### config.mk
export PLATFORM = sky130hd
export DESIGN_NAME = flood_mesh_dedup_relay_filter_core_flat
export DESIGN_NICKNAME = d
export VERILOG_FILES = /design/src/design/fmdrf_pkg.sv /design/src/design/fmdrf_ifs.sv /design/src/design/fmdrf_cmp_unit.sv /design/src/design/flood_mesh_dedup_relay_filter_core.sv /design/src/flat_wrapper.sv
export SDC_FILE = /design/constraint.sdc
export NUM_CORES = 2
export LEC_CHECK = 0
export BUFFER_PORTS_ARGS = -buffer_cell sky130_fd_sc_hd__clkbuf_2
export CORE_MARGIN = 1
export CORE_UTILIZATION = 63
export DETAILED_ROUTE_END_ITERATION = 12
export PLACE_DENSITY = 0.8
export SYNTH_ARGS = -nofsm -noshare
export SYNTH_HDL_FRONTEND = slang
export SYNTH_SLANG_ARGS = --single-unit
### constraint.sdc
create_clock -name clk -period 14.8 [get_ports clk]
set_input_delay 2.96 -clock clk [delete_from_list [all_inputs] [get_ports clk]]
set_output_delay 2.96 -clock clk [all_outputs]
set_load 0.005 [all_outputs]
### src/design/fmdrf_pkg.sv
// types, field widths and codes shared by the duplicate filter files
package fmdrf_pkg;

  localparam int ADDR_W    = 48;
  localparam int SEQ_W     = 8;
  localparam int TIME_W    = 32;
  localparam int HOP_W     = 8;
  localparam int LEN_W     = 8;
  localparam int SIG_W     = 8;
  localparam int CFG_W     = 48;
  localparam int CFG_IDX_W = 2;
  localparam int VERDICT_W = 2;
  localparam int SLOT_W    = 4;
  localparam int STATUS_W  = 2;

  // register indexes
  localparam logic [CFG_IDX_W-1:0] REG_OWN_ADDRESS = 2'd0;
  localparam logic [CFG_IDX_W-1:0] REG_EXPIRY_MS   = 2'd1;
  localparam logic [CFG_IDX_W-1:0] REG_MAX_HOPS    = 2'd2;
  localparam logic [CFG_IDX_W-1:0] REG_MIN_LENGTH  = 2'd3;

  // register reset values
  localparam logic [ADDR_W-1:0] OWN_ADDRESS_RST = '0;
  localparam logic [TIME_W-1:0] EXPIRY_MS_RST   = 32'd5000;
  localparam logic [HOP_W-1:0]  MAX_HOPS_RST    = 8'd3;
  localparam logic [LEN_W-1:0]  MIN_LENGTH_RST  = 8'd10;

  // verdict codes
  localparam logic [VERDICT_W-1:0] VERDICT_ACCEPT = 2'd0;
  localparam logic [VERDICT_W-1:0] VERDICT_SHORT  = 2'd1;
  localparam logic [VERDICT_W-1:0] VERDICT_OWN    = 2'd2;
  localparam logic [VERDICT_W-1:0] VERDICT_DUP    = 2'd3;

  // peer table status codes
  localparam logic [STATUS_W-1:0] PEER_UPDATED  = 2'd0;
  localparam logic [STATUS_W-1:0] PEER_APPENDED = 2'd1;
  localparam logic [STATUS_W-1:0] PEER_FULL     = 2'd2;

  // longest packet that is still rebroadcast
  localparam logic [LEN_W-1:0] RELAY_MAX_LENGTH = 8'd250;

  typedef struct packed {
    logic [ADDR_W-1:0] addr;
    logic [SEQ_W-1:0]  seq;
    logic [TIME_W-1:0] stamp;
  } ring_entry_t;

  typedef struct packed {
    logic              ring_mode;   // 1: full ring test, 0: address only
    logic              entry_valid;
    logic [ADDR_W-1:0] key_addr;
    logic [SEQ_W-1:0]  key_seq;
    logic [TIME_W-1:0] now;
    logic [TIME_W-1:0] expiry;
  } cmp_req_t;

endpackage

### src/design/fmdrf_ifs.sv
// valid/ready channels for packet headers and filter results
interface fmdrf_in_if;
  logic                              valid;
  logic                              ready;
  logic [fmdrf_pkg::LEN_W-1:0]       packet_length;
  logic [fmdrf_pkg::ADDR_W-1:0]      source_address;
  logic [fmdrf_pkg::SEQ_W-1:0]       sequence_req;
  logic [fmdrf_pkg::HOP_W-1:0]       hops;
  logic signed [fmdrf_pkg::SIG_W-1:0] signal_dbm;
  logic [fmdrf_pkg::TIME_W-1:0]      now_ms;

  modport source (output valid, packet_length, source_address, sequence_req, hops,
                  signal_dbm, now_ms, input ready);
  modport sink (input valid, packet_length, source_address, sequence_req, hops,
                signal_dbm, now_ms, output ready);
endinterface

interface fmdrf_out_if;
  logic                               valid;
  logic                               ready;
  logic [fmdrf_pkg::VERDICT_W-1:0]    verdict;
  logic                               deliver;
  logic                               relay;
  logic [fmdrf_pkg::HOP_W-1:0]        relay_hops;
  logic signed [fmdrf_pkg::SIG_W-1:0] last_signal;
  logic [fmdrf_pkg::SLOT_W-1:0]       peer_slot;
  logic [fmdrf_pkg::STATUS_W-1:0]     peer_status;

  modport source (output valid, verdict, deliver, relay, relay_hops, last_signal, peer_slot,
                  peer_status, input ready);
  modport sink (input valid, verdict, deliver, relay, relay_hops, last_signal, peer_slot,
                peer_status, output ready);
endinterface

### src/design/fmdrf_cmp_unit.sv
// shared entry compare: address match, plus sequence and age window for ring entries
module fmdrf_cmp_unit (
  input  fmdrf_pkg::cmp_req_t    req,
  input  fmdrf_pkg::ring_entry_t entry,
  output logic                   hit
);

  logic [fmdrf_pkg::TIME_W-1:0] age;
  logic                         addr_eq;
  logic                         fresh;

  // age wraps modulo 2^32
  assign age     = req.now - entry.stamp;
  assign addr_eq = (entry.addr == req.key_addr);
  assign fresh   = req.entry_valid && (entry.seq == req.key_seq) && (age <= req.expiry);
  assign hit     = addr_eq && (!req.ring_mode || fresh);

endmodule

### src/design/flood_mesh_dedup_relay_filter_core.sv
// top level of the flooding duplicate-suppression filter
//
// in_ch carries one received packet header per transfer; out_ch returns exactly
// one result per header (verdict, deliver/relay flags, relay hop count, last
// accepted signal strength and peer table outcome). cfg_we/cfg_index/cfg_data
// write the four registers; only write while no header is in flight.
// in_ch.ready is high only while the sequencer is idle, one header at a time.
// a header first gets the length and own-address tests in ST_CHECK (a header
// dropped there goes straight to ST_FINISH), then the duplicate ring is scanned
// entry by entry, ST_RREAD then ST_RCMP, through a single registered memory
// read port and the shared compare unit, then the peer table is scanned the
// same way up to the fill count; a duplicate hit ends the scan early.
// results sit in an output register, so the next header is taken while a
// result still waits; a stalled out_ch holds the sequencer in its last step
// until the register frees up.
// reset clears the ring valid bits, write pointer, peer fill count, last signal
// and registers to their defaults; no clearing pass is needed.
module flood_mesh_dedup_relay_filter_core #(
  parameter int RING_DEPTH = 32,
  parameter int PEER_DEPTH = 16
) (
  input  logic                               clk,
  input  logic                               rst_n,
  fmdrf_in_if.sink                           in_ch,
  fmdrf_out_if.source                        out_ch,
  input  logic                               cfg_we,
  input  logic [fmdrf_pkg::CFG_IDX_W-1:0]    cfg_index,
  input  logic [fmdrf_pkg::CFG_W-1:0]        cfg_data
);

  localparam int RW   = $clog2(RING_DEPTH);
  localparam int RCW  = $clog2(RING_DEPTH + 1);
  localparam int PW   = (PEER_DEPTH > 1) ? $clog2(PEER_DEPTH) : 1;
  localparam int CNTW = $clog2(PEER_DEPTH + 1);

  // sequencer states
  localparam logic [2:0] ST_IDLE   = 3'd0;
  localparam logic [2:0] ST_CHECK  = 3'd1;
  localparam logic [2:0] ST_RREAD  = 3'd2;
  localparam logic [2:0] ST_RCMP   = 3'd3;
  localparam logic [2:0] ST_PREAD  = 3'd4;
  localparam logic [2:0] ST_PCMP   = 3'd5;
  localparam logic [2:0] ST_FINISH = 3'd6;

  // configuration registers
  logic [fmdrf_pkg::ADDR_W-1:0] own_address_r;
  logic [fmdrf_pkg::TIME_W-1:0] expiry_ms_r;
  logic [fmdrf_pkg::HOP_W-1:0]  max_hops_r;
  logic [fmdrf_pkg::LEN_W-1:0]  min_length_r;

  // header under work
  logic [fmdrf_pkg::LEN_W-1:0]  len_r;
  logic [fmdrf_pkg::ADDR_W-1:0] src_r;
  logic [fmdrf_pkg::SEQ_W-1:0]  seq_r;
  logic [fmdrf_pkg::HOP_W-1:0]  hops_r;
  logic [fmdrf_pkg::SIG_W-1:0]  sig_r;
  logic [fmdrf_pkg::TIME_W-1:0] now_r;

  logic [2:0] state_r;

  // duplicate ring
  fmdrf_pkg::ring_entry_t ring_mem [RING_DEPTH];
  fmdrf_pkg::ring_entry_t ring_rd_r;
  logic [RING_DEPTH-1:0]  ring_valid_r;
  logic                   ring_vrd_r;
  logic [RW-1:0]          ring_wp_r;
  logic [RW-1:0]          ring_wp_nxt;
  logic [RCW-1:0]         ridx_r;
  logic                   ring_we;

  // peer table
  logic [fmdrf_pkg::ADDR_W-1:0] peer_mem [PEER_DEPTH];
  logic [fmdrf_pkg::ADDR_W-1:0] peer_rd_r;
  logic [CNTW-1:0]              peer_count_r;
  logic [CNTW-1:0]              pidx_r;
  logic                         peer_we;

  logic [fmdrf_pkg::SIG_W-1:0] last_sig_r;

  // per-item outcome
  logic [fmdrf_pkg::VERDICT_W-1:0] verdict_r;
  logic [fmdrf_pkg::SLOT_W-1:0]    slot_r;
  logic [fmdrf_pkg::STATUS_W-1:0]  status_r;

  // result register
  logic                            out_valid_r;
  logic [fmdrf_pkg::VERDICT_W-1:0] out_verdict_r;
  logic                            out_deliver_r;
  logic                            out_relay_r;
  logic [fmdrf_pkg::HOP_W-1:0]     out_hops_r;
  logic [fmdrf_pkg::SIG_W-1:0]     out_sig_r;
  logic [fmdrf_pkg::SLOT_W-1:0]    out_slot_r;
  logic [fmdrf_pkg::STATUS_W-1:0]  out_status_r;

  // shared compare unit
  fmdrf_pkg::cmp_req_t    cmp_req;
  fmdrf_pkg::ring_entry_t cmp_entry;
  logic                   cmp_hit;

  logic in_xfer;
  logic out_free;
  logic ring_done;
  logic peer_done;
  logic is_accept;
  logic relay_ok;

  assign in_ch.ready = (state_r == ST_IDLE);
  assign in_xfer     = in_ch.valid && in_ch.ready;
  assign out_free    = !out_valid_r || out_ch.ready;

  assign ring_done   = (ridx_r == RCW'(RING_DEPTH));
  assign peer_done   = (pidx_r == peer_count_r);
  assign ring_we     = (state_r == ST_RREAD) && ring_done;
  assign peer_we     = (state_r == ST_PREAD) && peer_done && (peer_count_r < CNTW'(PEER_DEPTH));
  assign ring_wp_nxt = (ring_wp_r == RW'(RING_DEPTH - 1)) ? '0 : ring_wp_r + 1'b1;

  // ring entries: full test; peer entries: address only
  always_comb begin
    cmp_req.ring_mode   = (state_r == ST_RCMP);
    cmp_req.entry_valid = ring_vrd_r;
    cmp_req.key_addr    = src_r;
    cmp_req.key_seq     = seq_r;
    cmp_req.now         = now_r;
    cmp_req.expiry      = expiry_ms_r;
    if (state_r == ST_RCMP) begin
      cmp_entry = ring_rd_r;
    end else begin
      cmp_entry       = '0;
      cmp_entry.addr  = peer_rd_r;
    end
  end

  fmdrf_cmp_unit u_cmp (
    .req   (cmp_req),
    .entry (cmp_entry),
    .hit   (cmp_hit)
  );

  assign is_accept = (verdict_r == fmdrf_pkg::VERDICT_ACCEPT);
  assign relay_ok  = is_accept && (len_r <= fmdrf_pkg::RELAY_MAX_LENGTH) &&
                     (hops_r < max_hops_r);

  // configuration writes
  always_ff @(posedge clk) begin
    if (!rst_n) begin
      own_address_r <= fmdrf_pkg::OWN_ADDRESS_RST;
      expiry_ms_r   <= fmdrf_pkg::EXPIRY_MS_RST;
      max_hops_r    <= fmdrf_pkg::MAX_HOPS_RST;
      min_length_r  <= fmdrf_pkg::MIN_LENGTH_RST;
    end else if (cfg_we) begin
      case (cfg_index)
        fmdrf_pkg::REG_OWN_ADDRESS: own_address_r <= cfg_data;
        fmdrf_pkg::REG_EXPIRY_MS:   expiry_ms_r   <= cfg_data[fmdrf_pkg::TIME_W-1:0];
        fmdrf_pkg::REG_MAX_HOPS:    max_hops_r    <= cfg_data[fmdrf_pkg::HOP_W-1:0];
        fmdrf_pkg::REG_MIN_LENGTH:  min_length_r  <= cfg_data[fmdrf_pkg::LEN_W-1:0];
        default: ;
      endcase
    end
  end

  // header capture
  always_ff @(posedge clk) begin
    if (in_xfer) begin
      len_r  <= in_ch.packet_length;
      src_r  <= in_ch.source_address;
      seq_r  <= in_ch.sequence_req;
      hops_r <= in_ch.hops;
      sig_r  <= in_ch.signal_dbm;
      now_r  <= in_ch.now_ms;
    end
  end

  // ring memory, one registered read port
  always_ff @(posedge clk) begin
    if (ring_we) begin
      ring_mem[ring_wp_r] <= '{addr: src_r, seq: seq_r, stamp: now_r};
    end
    ring_rd_r  <= ring_mem[ridx_r[RW-1:0]];
    ring_vrd_r <= ring_valid_r[ridx_r[RW-1:0]];
  end

  // peer memory, one registered read port
  always_ff @(posedge clk) begin
    if (peer_we) begin
      peer_mem[peer_count_r[PW-1:0]] <= src_r;
    end
    peer_rd_r <= peer_mem[pidx_r[PW-1:0]];
  end

  // sequencer
  always_ff @(posedge clk) begin
    if (!rst_n) begin
      state_r      <= ST_IDLE;
      ring_valid_r <= '0;
      ring_wp_r    <= '0;
      peer_count_r <= '0;
      last_sig_r   <= '0;
      ridx_r       <= '0;
      pidx_r       <= '0;
      verdict_r    <= fmdrf_pkg::VERDICT_ACCEPT;
      slot_r       <= '0;
      status_r     <= fmdrf_pkg::PEER_UPDATED;
      out_valid_r  <= 1'b0;
    end else begin
      case (state_r)
        ST_IDLE: begin
          if (in_xfer) begin
            state_r <= ST_CHECK;
          end
        end
        ST_CHECK: begin
          slot_r   <= '0;
          status_r <= fmdrf_pkg::PEER_UPDATED;
          ridx_r   <= '0;
          pidx_r   <= '0;
          // length test first, then own address, then the ring
          if (len_r < min_length_r) begin
            verdict_r <= fmdrf_pkg::VERDICT_SHORT;
            state_r   <= ST_FINISH;
          end else if (src_r == own_address_r) begin
            verdict_r <= fmdrf_pkg::VERDICT_OWN;
            state_r   <= ST_FINISH;
          end else begin
            verdict_r <= fmdrf_pkg::VERDICT_ACCEPT;
            state_r   <= ST_RREAD;
          end
        end
        ST_RREAD: begin
          if (ring_done) begin
            // no fresh duplicate: record it and move to the peer table
            ring_valid_r[ring_wp_r] <= 1'b1;
            ring_wp_r               <= ring_wp_nxt;
            last_sig_r              <= sig_r;
            state_r                 <= ST_PREAD;
          end else begin
            state_r <= ST_RCMP;
          end
        end
        ST_RCMP: begin
          if (cmp_hit) begin
            verdict_r <= fmdrf_pkg::VERDICT_DUP;
            state_r   <= ST_FINISH;
          end else begin
            ridx_r  <= ridx_r + 1'b1;
            state_r <= ST_RREAD;
          end
        end
        ST_PREAD: begin
          if (peer_done) begin
            if (peer_count_r < CNTW'(PEER_DEPTH)) begin
              slot_r       <= fmdrf_pkg::SLOT_W'(peer_count_r);
              status_r     <= fmdrf_pkg::PEER_APPENDED;
              peer_count_r <= peer_count_r + 1'b1;
            end else begin
              slot_r   <= '0;
              status_r <= fmdrf_pkg::PEER_FULL;
            end
            state_r <= ST_FINISH;
          end else begin
            state_r <= ST_PCMP;
          end
        end
        ST_PCMP: begin
          if (cmp_hit) begin
            slot_r   <= fmdrf_pkg::SLOT_W'(pidx_r);
            status_r <= fmdrf_pkg::PEER_UPDATED;
            state_r  <= ST_FINISH;
          end else begin
            pidx_r  <= pidx_r + 1'b1;
            state_r <= ST_PREAD;
          end
        end
        ST_FINISH: begin
          if (out_free) begin
            state_r <= ST_IDLE;
          end
        end
        default: begin
          state_r <= ST_IDLE;
        end
      endcase
      // result register: load on the last step, clear once taken
      if (state_r == ST_FINISH && out_free) begin
        out_valid_r <= 1'b1;
      end else if (out_ch.ready) begin
        out_valid_r <= 1'b0;
      end
    end
  end

  // result payload, loaded with the transfer into the output register
  always_ff @(posedge clk) begin
    if (state_r == ST_FINISH && out_free) begin
      out_verdict_r <= verdict_r;
      out_deliver_r <= is_accept;
      out_relay_r   <= relay_ok;
      out_hops_r    <= relay_ok ? hops_r + 1'b1 : '0;
      out_sig_r     <= last_sig_r;
      out_slot_r    <= slot_r;
      out_status_r  <= status_r;
    end
  end

  assign out_ch.valid       = out_valid_r;
  assign out_ch.verdict     = out_verdict_r;
  assign out_ch.deliver     = out_deliver_r;
  assign out_ch.relay       = out_relay_r;
  assign out_ch.relay_hops  = out_hops_r;
  assign out_ch.last_signal = out_sig_r;
  assign out_ch.peer_slot   = out_slot_r;
  assign out_ch.peer_status = out_status_r;

  // a taken header always starts the sequencer
  a_accept_starts: assert property (@(posedge clk) disable iff (!rst_n)
    in_xfer |=> state_r == ST_CHECK)
    else $error("header transfer did not start the sequencer");

  // dropped packets never deliver, relay or touch the peer table
  a_drop_quiet: assert property (@(posedge clk) disable iff (!rst_n)
    out_valid_r && out_verdict_r != fmdrf_pkg::VERDICT_ACCEPT |->
      !out_deliver_r && !out_relay_r && out_status_r == fmdrf_pkg::PEER_UPDATED &&
      out_slot_r == '0)
    else $error("dropped packet shows accept side effects");

  // the peer table never fills past its depth
  a_peer_bound: assert property (@(posedge clk) disable iff (!rst_n)
    peer_count_r <= CNTW'(PEER_DEPTH))
    else $error("peer fill count past table depth");

  // each ring write moves the round-robin pointer
  a_ring_advance: assert property (@(posedge clk) disable iff (!rst_n)
    ring_we |=> ring_wp_r != $past(ring_wp_r))
    else $error("ring write pointer did not advance");

  // a relay is only flagged for a delivered packet with a nonzero hop count
  a_relay_delivered: assert property (@(posedge clk) disable iff (!rst_n)
    out_valid_r && out_relay_r |-> out_deliver_r && out_hops_r != '0)
    else $error("relay flagged without delivery");

endmodule

### src/flat_wrapper.sv
// flat-port wrapper written by rule: the top's interface ports become plain ports
module flood_mesh_dedup_relay_filter_core_flat 
#(
  parameter int RING_DEPTH = 32,
  parameter int PEER_DEPTH = 16
)
  (clk, rst_n, cfg_we, cfg_index, cfg_data, in_ch_valid, in_ch_packet_length, in_ch_source_address, in_ch_sequence_req, in_ch_hops, in_ch_signal_dbm, in_ch_now_ms, in_ch_ready, out_ch_valid, out_ch_verdict, out_ch_deliver, out_ch_relay, out_ch_relay_hops, out_ch_last_signal, out_ch_peer_slot, out_ch_peer_status, out_ch_ready);
  fmdrf_in_if in_ch_i ();
  fmdrf_out_if out_ch_i ();
  input  logic clk;
  input  logic rst_n;
  input  logic cfg_we;
  input  logic [fmdrf_pkg::CFG_IDX_W-1:0] cfg_index;
  input  logic [fmdrf_pkg::CFG_W-1:0] cfg_data;
  input wire logic [$bits(in_ch_i.valid)-1:0] in_ch_valid;
  input wire logic [$bits(in_ch_i.packet_length)-1:0] in_ch_packet_length;
  input wire logic [$bits(in_ch_i.source_address)-1:0] in_ch_source_address;
  input wire logic [$bits(in_ch_i.sequence_req)-1:0] in_ch_sequence_req;
  input wire logic [$bits(in_ch_i.hops)-1:0] in_ch_hops;
  input wire logic [$bits(in_ch_i.signal_dbm)-1:0] in_ch_signal_dbm;
  input wire logic [$bits(in_ch_i.now_ms)-1:0] in_ch_now_ms;
  output wire logic [$bits(in_ch_i.ready)-1:0] in_ch_ready;
  output wire logic [$bits(out_ch_i.valid)-1:0] out_ch_valid;
  output wire logic [$bits(out_ch_i.verdict)-1:0] out_ch_verdict;
  output wire logic [$bits(out_ch_i.deliver)-1:0] out_ch_deliver;
  output wire logic [$bits(out_ch_i.relay)-1:0] out_ch_relay;
  output wire logic [$bits(out_ch_i.relay_hops)-1:0] out_ch_relay_hops;
  output wire logic [$bits(out_ch_i.last_signal)-1:0] out_ch_last_signal;
  output wire logic [$bits(out_ch_i.peer_slot)-1:0] out_ch_peer_slot;
  output wire logic [$bits(out_ch_i.peer_status)-1:0] out_ch_peer_status;
  input wire logic [$bits(out_ch_i.ready)-1:0] out_ch_ready;
  assign in_ch_i.valid = in_ch_valid;
  assign in_ch_i.packet_length = in_ch_packet_length;
  assign in_ch_i.source_address = in_ch_source_address;
  assign in_ch_i.sequence_req = in_ch_sequence_req;
  assign in_ch_i.hops = in_ch_hops;
  assign in_ch_i.signal_dbm = in_ch_signal_dbm;
  assign in_ch_i.now_ms = in_ch_now_ms;
  assign in_ch_ready = in_ch_i.ready;
  assign out_ch_valid = out_ch_i.valid;
  assign out_ch_verdict = out_ch_i.verdict;
  assign out_ch_deliver = out_ch_i.deliver;
  assign out_ch_relay = out_ch_i.relay;
  assign out_ch_relay_hops = out_ch_i.relay_hops;
  assign out_ch_last_signal = out_ch_i.last_signal;
  assign out_ch_peer_slot = out_ch_i.peer_slot;
  assign out_ch_peer_status = out_ch_i.peer_status;
  assign out_ch_i.ready = out_ch_ready;
  flood_mesh_dedup_relay_filter_core #(.RING_DEPTH(RING_DEPTH), .PEER_DEPTH(PEER_DEPTH)) u_core (.clk(clk), .rst_n(rst_n), .in_ch(in_ch_i), .out_ch(out_ch_i), .cfg_we(cfg_we), .cfg_index(cfg_index), .cfg_data(cfg_data));
endmodule
After elaboration in Yosys (flattened, before gate mapping). Memories as Yosys holds them, arrays and structs flattened. A register that Yosys moved wholly into a read port is not among the register bits. Index checks and enable logic that the tools add are counted.

Flip-flop bits (word level): 308. Memory bits (writable): 3584. Input port bits: 167. Output and inout bits: 28. Logic and storage cells: 138. Memories kept: 2.

Memories: u_core.ring_mem (depth 32, width 88, rd ports 1, clocked after memory_dff 1, write ports 1, line flood_mesh_dedup_relay_filter_core.sv:62) `fmdrf_pkg::ring_entry_t ring_mem [RING_DEPTH];`; u_core.peer_mem (depth 16, width 48, rd ports 1, clocked after memory_dff 1, write ports 1, line flood_mesh_dedup_relay_filter_core.sv:72) `logic [fmdrf_pkg::ADDR_W-1:0] peer_mem [PEER_DEPTH];`.

Add/subtract/negate cells: 6. $lt $le $gt $ge: 8. Equal/unequal tests: 22. Multiplexer cells: 37. Bitwise logic cells: 1. Reduce and logical (&&, ||, !) cells: 33.

Operators by type and width (number): equality test 48 bit (2); 2-to-1 mux 88 bit (1); less-or-equal comparator 32 bit (1); bitwise OR 32 bit (1); subtractor 32 bit (1); one-hot mux 3 bit (7 select lines) (1); 2-to-1 mux 3 bit (6); AND reduction 2 bit (9); < comparator 8 bit (2); 2-to-1 mux 2 bit (8); adder 5 x 1 -> 5 bit (second input constant) (3); < comparator 5 x 6 -> 1 bit (second input constant) (2); 2-to-1 mux 4 bit (3); one-hot mux 4 bit (3 select lines) (1); one-hot mux 6 bit (2 select lines) (1); logical AND 1 bit (11); 2-to-1 mux 5 bit (2); one-hot mux 5 bit (2 select lines) (1); equality test 3 bit (second input constant) (3); adder 8 x 1 -> 8 bit (second input constant) (1); equality test 8 bit (1); less-or-equal comparator 8 bit (second input constant) (1); 2-to-1 mux 1 bit (8); != test 2 x 1 -> 1 bit (second input constant) (4); other kinds (23) (33).

Logic depth before layout (Yosys ltp).
Word-level depth: 9. Gate-level depth with buffers: 25. Gate-level depth less buffers: 21.

Modules after synthesis. A second synthesis with hierarchy kept.

Cell total of the unflattened synthesis: 6838. Area total of the unflattened synthesis: 154015.2 um^2.

Modules (own cells, without submodules): flood_mesh_dedup_relay_filter_core (instances 1, cells each 6376, area an instance 150743.3 um^2, sequential area each 117893.1 um^2); fmdrf_cmp_unit (instances 1, cells each 462, area an instance 3271.9 um^2, sequential area each 0.0 um^2).

Worst setup path before layout. No wires, ideal clock.

Path type: input-to-reg. From: input port in_ch_valid. To: register u_core.hops_r[0] (netlist bit), enable pin. Library setup time: 0.720 ns. Arrival time: 10.585 ns. Data required time: 14.080 ns. Path slack: 3.495 ns. Stages: 2. Path buffers: 0. Cell sequence: nand2_1 nor3_1.

Word-level cells in the longest chain between the ends: 1.

Ends and longest elaborated chain: start: declaration (line flat_wrapper.sv:15) `input wire logic [$bits(in_ch_i.valid)-1:0] in_ch_valid;`; logical AND 1 bit (line flood_mesh_dedup_relay_filter_core.sv:108) `assign in_xfer = in_ch.valid && in_ch.ready;`; via u_core.in_xfer (line flood_mesh_dedup_relay_filter_core.sv:100) `logic in_xfer;`; end signal: assignment (line flood_mesh_dedup_relay_filter_core.sv:167) `hops_r <= in_ch.hops;`; end: declaration (line flood_mesh_dedup_relay_filter_core.sv:55) `logic [fmdrf_pkg::HOP_W-1:0] hops_r;`.

The timed path passes the listed nets, and every way through them passes these cells. A chain may end at the register's enable or synchronous reset.

Worst setup path after layout.
From: register u_core.state_r[0]. To: register u_core.slot_r[1] (netlist bit).

Word-level cells in the longest chain between the ends: 9. Elaborated cells on any way between the ends: 19. Those cells by class: 1 x add/sub; 1 x order compare; 8 x eq/ne; 2 x mux; 7 x reduce/logical.

Ends and longest elaborated chain: start: declaration (line flood_mesh_dedup_relay_filter_core.sv:59) `logic [2:0] state_r;`; start signal: assignment (line flood_mesh_dedup_relay_filter_core.sv:193) `state_r <= ST_IDLE;`; start signal: assignment (line flood_mesh_dedup_relay_filter_core.sv:208) `state_r <= ST_CHECK;`; start signal: assignment (line flood_mesh_dedup_relay_filter_core.sv:219) `state_r <= ST_FINISH;`; equality test 3 x 2 -> 1 bit (line flood_mesh_dedup_relay_filter_core.sv:119, flood_mesh_dedup_relay_filter_core.sv:125); 2-to-1 mux 88 bit (line flood_mesh_dedup_relay_filter_core.sv:125) `if (state_r == ST_RCMP) begin`; subtractor 32 bit or equality test 8 bit (tied branches) (line fmdrf_cmp_unit.sv:13, fmdrf_cmp_unit.sv:15); less-or-equal comparator 32 bit or logical AND 1 bit (tied branches) (line fmdrf_cmp_unit.sv:15) `assign fresh = req.entry_valid && (entry.seq == req.key_seq) && (age <= req.expiry);`; logical AND 1 bit (line fmdrf_cmp_unit.sv:15); logical OR 1 bit (line fmdrf_cmp_unit.sv:16) `assign hit = addr_eq && (!req.ring_mode || fresh);`; logical AND 1 bit (line fmdrf_cmp_unit.sv:16); != test 2 x 1 -> 1 bit (no source line); AND reduction 3 bit (no source line); end signal: assignment (line flood_mesh_dedup_relay_filter_core.sv:251) `slot_r <= fmdrf_pkg::SLOT_W'(peer_count_r);`; end signal: assignment (line flood_mesh_dedup_relay_filter_core.sv:265) `slot_r <= fmdrf_pkg::SLOT_W'(pidx_r);`; end: declaration (line flood_mesh_dedup_relay_filter_core.sv:82) `logic [fmdrf_pkg::SLOT_W-1:0] slot_r;`.

Parallel ways exist; a longest one is shown, timed or not.

==> results.json <==
{
  "grt_max_degree": 151,
  "clkPwrFrac_pct": 42.1,
  "drtIter0Drc": 13077,
  "clockRootBuffer": "clkbuf_16",
  "dp_hpwl_um": 204700,
  "grt_pass1_vias": 80643,
  "min_to": "u_core.out_ch.last_signal[2]$_DFFE_PP_",
  "vias": 80031,
  "slew_headroom_pct": 13.18,
  "p_sw_share_pct": 21.70,
  "hold_path_depth": 0,
  "antenna_found_initial": 21,
  "leakage_nw": 53.33,
  "clock_skew_ps": 99.52,
  "path_class": "reg -> reg",
  "cts_buffers": 400,
  "max_slew.worst_pin.slew_ps": 1302,
  "grt_usage_pct": 35.27,
  "cts_buffer_depth": 4,
  "ir_drop_v": 0.0001247,
  "core_area_um2": 241400,
  "clock_latency_ps": 1010,
  "clk_pin_slew_ps": 60,
  "fin_crit_sh_pct": 43.96,
  "drc": 0,
  "avgSynthCellArea_um2": 22.33,
  "wire_per_inst_um": 39.42,
  "r2r_setup_slack_ps": 8290,
  "post_cts_resized": 0,
  "hold_path.class": "reg -> reg",
  "synthCells": 6875,
  "grtUsageMet3_pct": 8.157,
  "die_area_um2": 245600,
  "layout.area.seq_um2": 117900,
  "slew_viol_final": 0,
  "io_pins": 195,
  "postPlaceCellArea_um2": 159300,
  "multiInputGateArea_um2": 34360,
  "layout_min_cycle_time_ps": 6506,
  "drtPass1Iterations": 8,
  "holdBufCountCts": 0,
  "gp_congestion": 0.9181,
  "htreeDepth": 5,
  "use_met2_pct": 55.23,
  "portBuffers": 194,
  "die_w_um": 495.6,
  "outcome": "finished, final reports clean",
  "path_max_fanout": 35,
  "hold_viol": 0,
  "post_cts_buffers": 0,
  "cp.required_ps": 15670,
  "ys_seq_area_share_pct": 76.80,
  "cts_tree": "yes",
  "synth_fp_nets": 7133,
  "synth_common_cells": "edfxtp_1, mux4_2, dfxtp_1",
  "worstReg2RegStart": "u_core.state_r[0]$_SDFFE_PN0P_",
  "yosys-top-cells-area": "edfxtp_1, mux4_2, dfxtp_1, ha_1, nand2_1",
  "synthFlopType": "edfxtp_1",
  "rows": 180,
  "layout-drive-gt1-share_pct": 29.72,
  "critPathArrivalTime_ps": 7380,
  "yosysUniqueCellTypes": 75,
  "synth_top_area_cell": "edfxtp_1",
  "fin_nets": 7598,
  "reg2reg_depth": 20,
  "die_y_um": 495.6,
  "synth_edf_count": 3722,
  "regToRegEndpoint": "u_core.slot_r[1]$_SDFFE_PN0P_",
  "yosys.cell_count.top_type": "edfxtp_1",
  "grt_pass1_wl_um": 597900,
  "syn-cell-area_um2": 153500,
  "fin_area_um2": 172400,
  "fmax_mhz": 153.7,
  "startpoint_type": "register",
  "stdcell_count": 10857,
  "maxCapViolCount": 0,
  "synth_top_cell_area_share_pct": 72.81,
  "post_drt_via_cell_ratio": 7.371,
  "overflow": 0,
  "share_comb_of_total_power_pct": 5.1,
  "fillerInstances": 12727,
  "area_growth_pct": 12.33,
  "cts_sinks": 4028,
  "finalWirelength_um": 428000,
  "p_switching_mw": 5.307,
  "async_flop_share_pct": 0,
  "tns_ps": 0,
  "rsz0062_at_grt": "no",
  "power_mw": 24.46,
  "finalSetupViolCount": 0,
  "intPower_mw": 19.15,
  "initial_utilization_pct": 63.58,
  "power_density_nw_per_um2": 141.8,
  "met1_usage_pct": 46.75,
  "pwr-share-seq_pct": 52.8,
  "dp_cells": 10123,
  "cp-end-kind": "register",
  "final_antenna_net_count": 0,
  "ys_ff_latch": 4028,
  "top_usage_layer": "met2",
  "hp-start": "u_core.last_sig_r[2]$_SDFFE_PN0P_",
  "yosys_warnings": 0
}
[flip-flops by register name (all words and copies together) (netlist names), 32 cells and up]
name                  count
u_core.now_r             32
u_core.ring_valid_r      32
u_core.peer_mem         768
u_core.peer_rd_r         48
u_core.own_address_r     48
u_core.ring_mem        2816
u_core.ring_rd_r         88
u_core.src_r             48
u_core.expiry_ms_r       32
[metrics by stage]
| step | setup slack (ps) | util [%] | hold WS, ps |
|---|---|---|---|
| floorplan | 3495 | - | 408.1 |
| finish | 8294 | 71.42 | 438.6 |
| global placement | 8727 | 65.98 | 414.0 |
| global route | 8080 | 71.42 | 453.2 |
| CTS | 8479 | 71.41 | 440.8 |
| detailed placement | 8529 | 65.98 | 420.2 |
[metal layers]
metal	part of all wire (%)	wire length, um	up-vias
met4	6.3	27010	22
met1	33	141100	41118
met3	13	55810	1536
li1	-	-	29632
met2	48	204000	7723
met5	0.035	148	-
[cells in the final DEF, fill, tap and decap left out, types with 11 or more instances in the layout]
cell        Yosys  final
mux2_2         89     89
nor3_1         28     23
nor4_1         12     11
mux4_2       1130   1130
buf_4           1    181
dfxtp_1       306    297
clkbuf_2        0    194
nand2_1       292    292
clkinvlp_4      0     11
a21o_1         25     25
nand4_1        31     31
a21oi_1       152    152
clkinv_1        0     49
inv_1          92     91
clkbuf_1      244     91
ha_1           90     90
nor2b_1        15     15
nor2_1        151    106
clkbuf_8        0     36
mux2i_1        37     37
nor2_4          0     45
o21ai_0        24     24
xnor2_1        75     75
and3_1         13     13
o211ai_1       15     15
nand3_1        31     31
buf_12          0     17
nand2b_1       16     16
clkinv_2        0     73
edfxtp_1     3722   3722
bufinv_16       0     44
a211oi_1       11     11
xor2_1         55     55
clkbuf_16       0    406
[cell families (layout without fill, tap and decap cells)]
group | after synthesis | after routing | share of synthesized area [%]
flip-flops | 4028 | 4028 | 76.80
XOR/XNOR | 130 | 130 | 0.7418
adder cells (fa/ha/maj) | 91 | 91 | 0.7466
multiplexers | 1257 | 1257 | 17.48
AO/OA/AOI/OAI | 315 | 315 | 1.314
AND/OR/NAND/NOR | 633 | 633 | 1.858
buffers and inverters | 421 | 1210 | 1.055
other | 0 | 8 | 0
[critical path, cell delays in order (launching register included)]
cell	delay [ps]
dfxtp_1	610
and3b_2	550
buf_4	590
nand2_1	130
ha_1	380
a21o_1	220
a21oi_1	160
o21ai_0	100
o211ai_1	120
o211ai_1	280
a211o_1	410
a2111oi_0	410
nor3_1	120
ha_1	330
nand4_1	180
nor4_1	480
a31oi_1	160
a22oi_1	220
buf_4	310
nand2_1	170
a221o_1	380
[area by class of cell]
class,count,area share [%]
Sequential cell,4028,68.39
Multi-Input combinational cell,2426,19.93
Clock buffer,533,6.377
Tap cell,3185,2.311
Timing Repair Buffer,392,1.548
Clock inverter,193,1.232
Inverter,92,0.2017
Antenna cell,8,0.01161
[how the worst max path moves through the flow]
stage          cells past startpoint                           start  slack, ps                            end
4_1_cts                           20  u_core.state_r[0]$_SDFFE_PN0P_       8480  u_core.slot_r[1]$_SDFFE_PN0P_
5_1_grt                           21  u_core.state_r[0]$_SDFFE_PN0P_       8080  u_core.ridx_r[5]$_SDFFE_PN0P_
6_report                          20  u_core.state_r[0]$_SDFFE_PN0P_       8290  u_core.slot_r[1]$_SDFFE_PN0P_
2_1_floorplan                      2                     in_ch_valid       3490     u_core.hops_r[0]$_DFFE_PP_
3_3_place_gp                      21  u_core.state_r[0]$_SDFFE_PN0P_       8730  u_core.ridx_r[5]$_SDFFE_PN0P_
3_5_place_dp                      21  u_core.state_r[0]$_SDFFE_PN0P_       8530  u_core.ridx_r[5]$_SDFFE_PN0P_
[power by group through the flow]
stage	registers [mW]	logic [mW]	clock network [mW]
CTS	12.9	1.22	10.3
finish	12.9	1.25	10.3
global route	12.9	1.30	10.7
floorplan	13.2	0.613	0
global placement	13.1	1.16	0
detailed placement	13.1	1.20	0
Note: power is estimated with default switching activity, not from simulation.
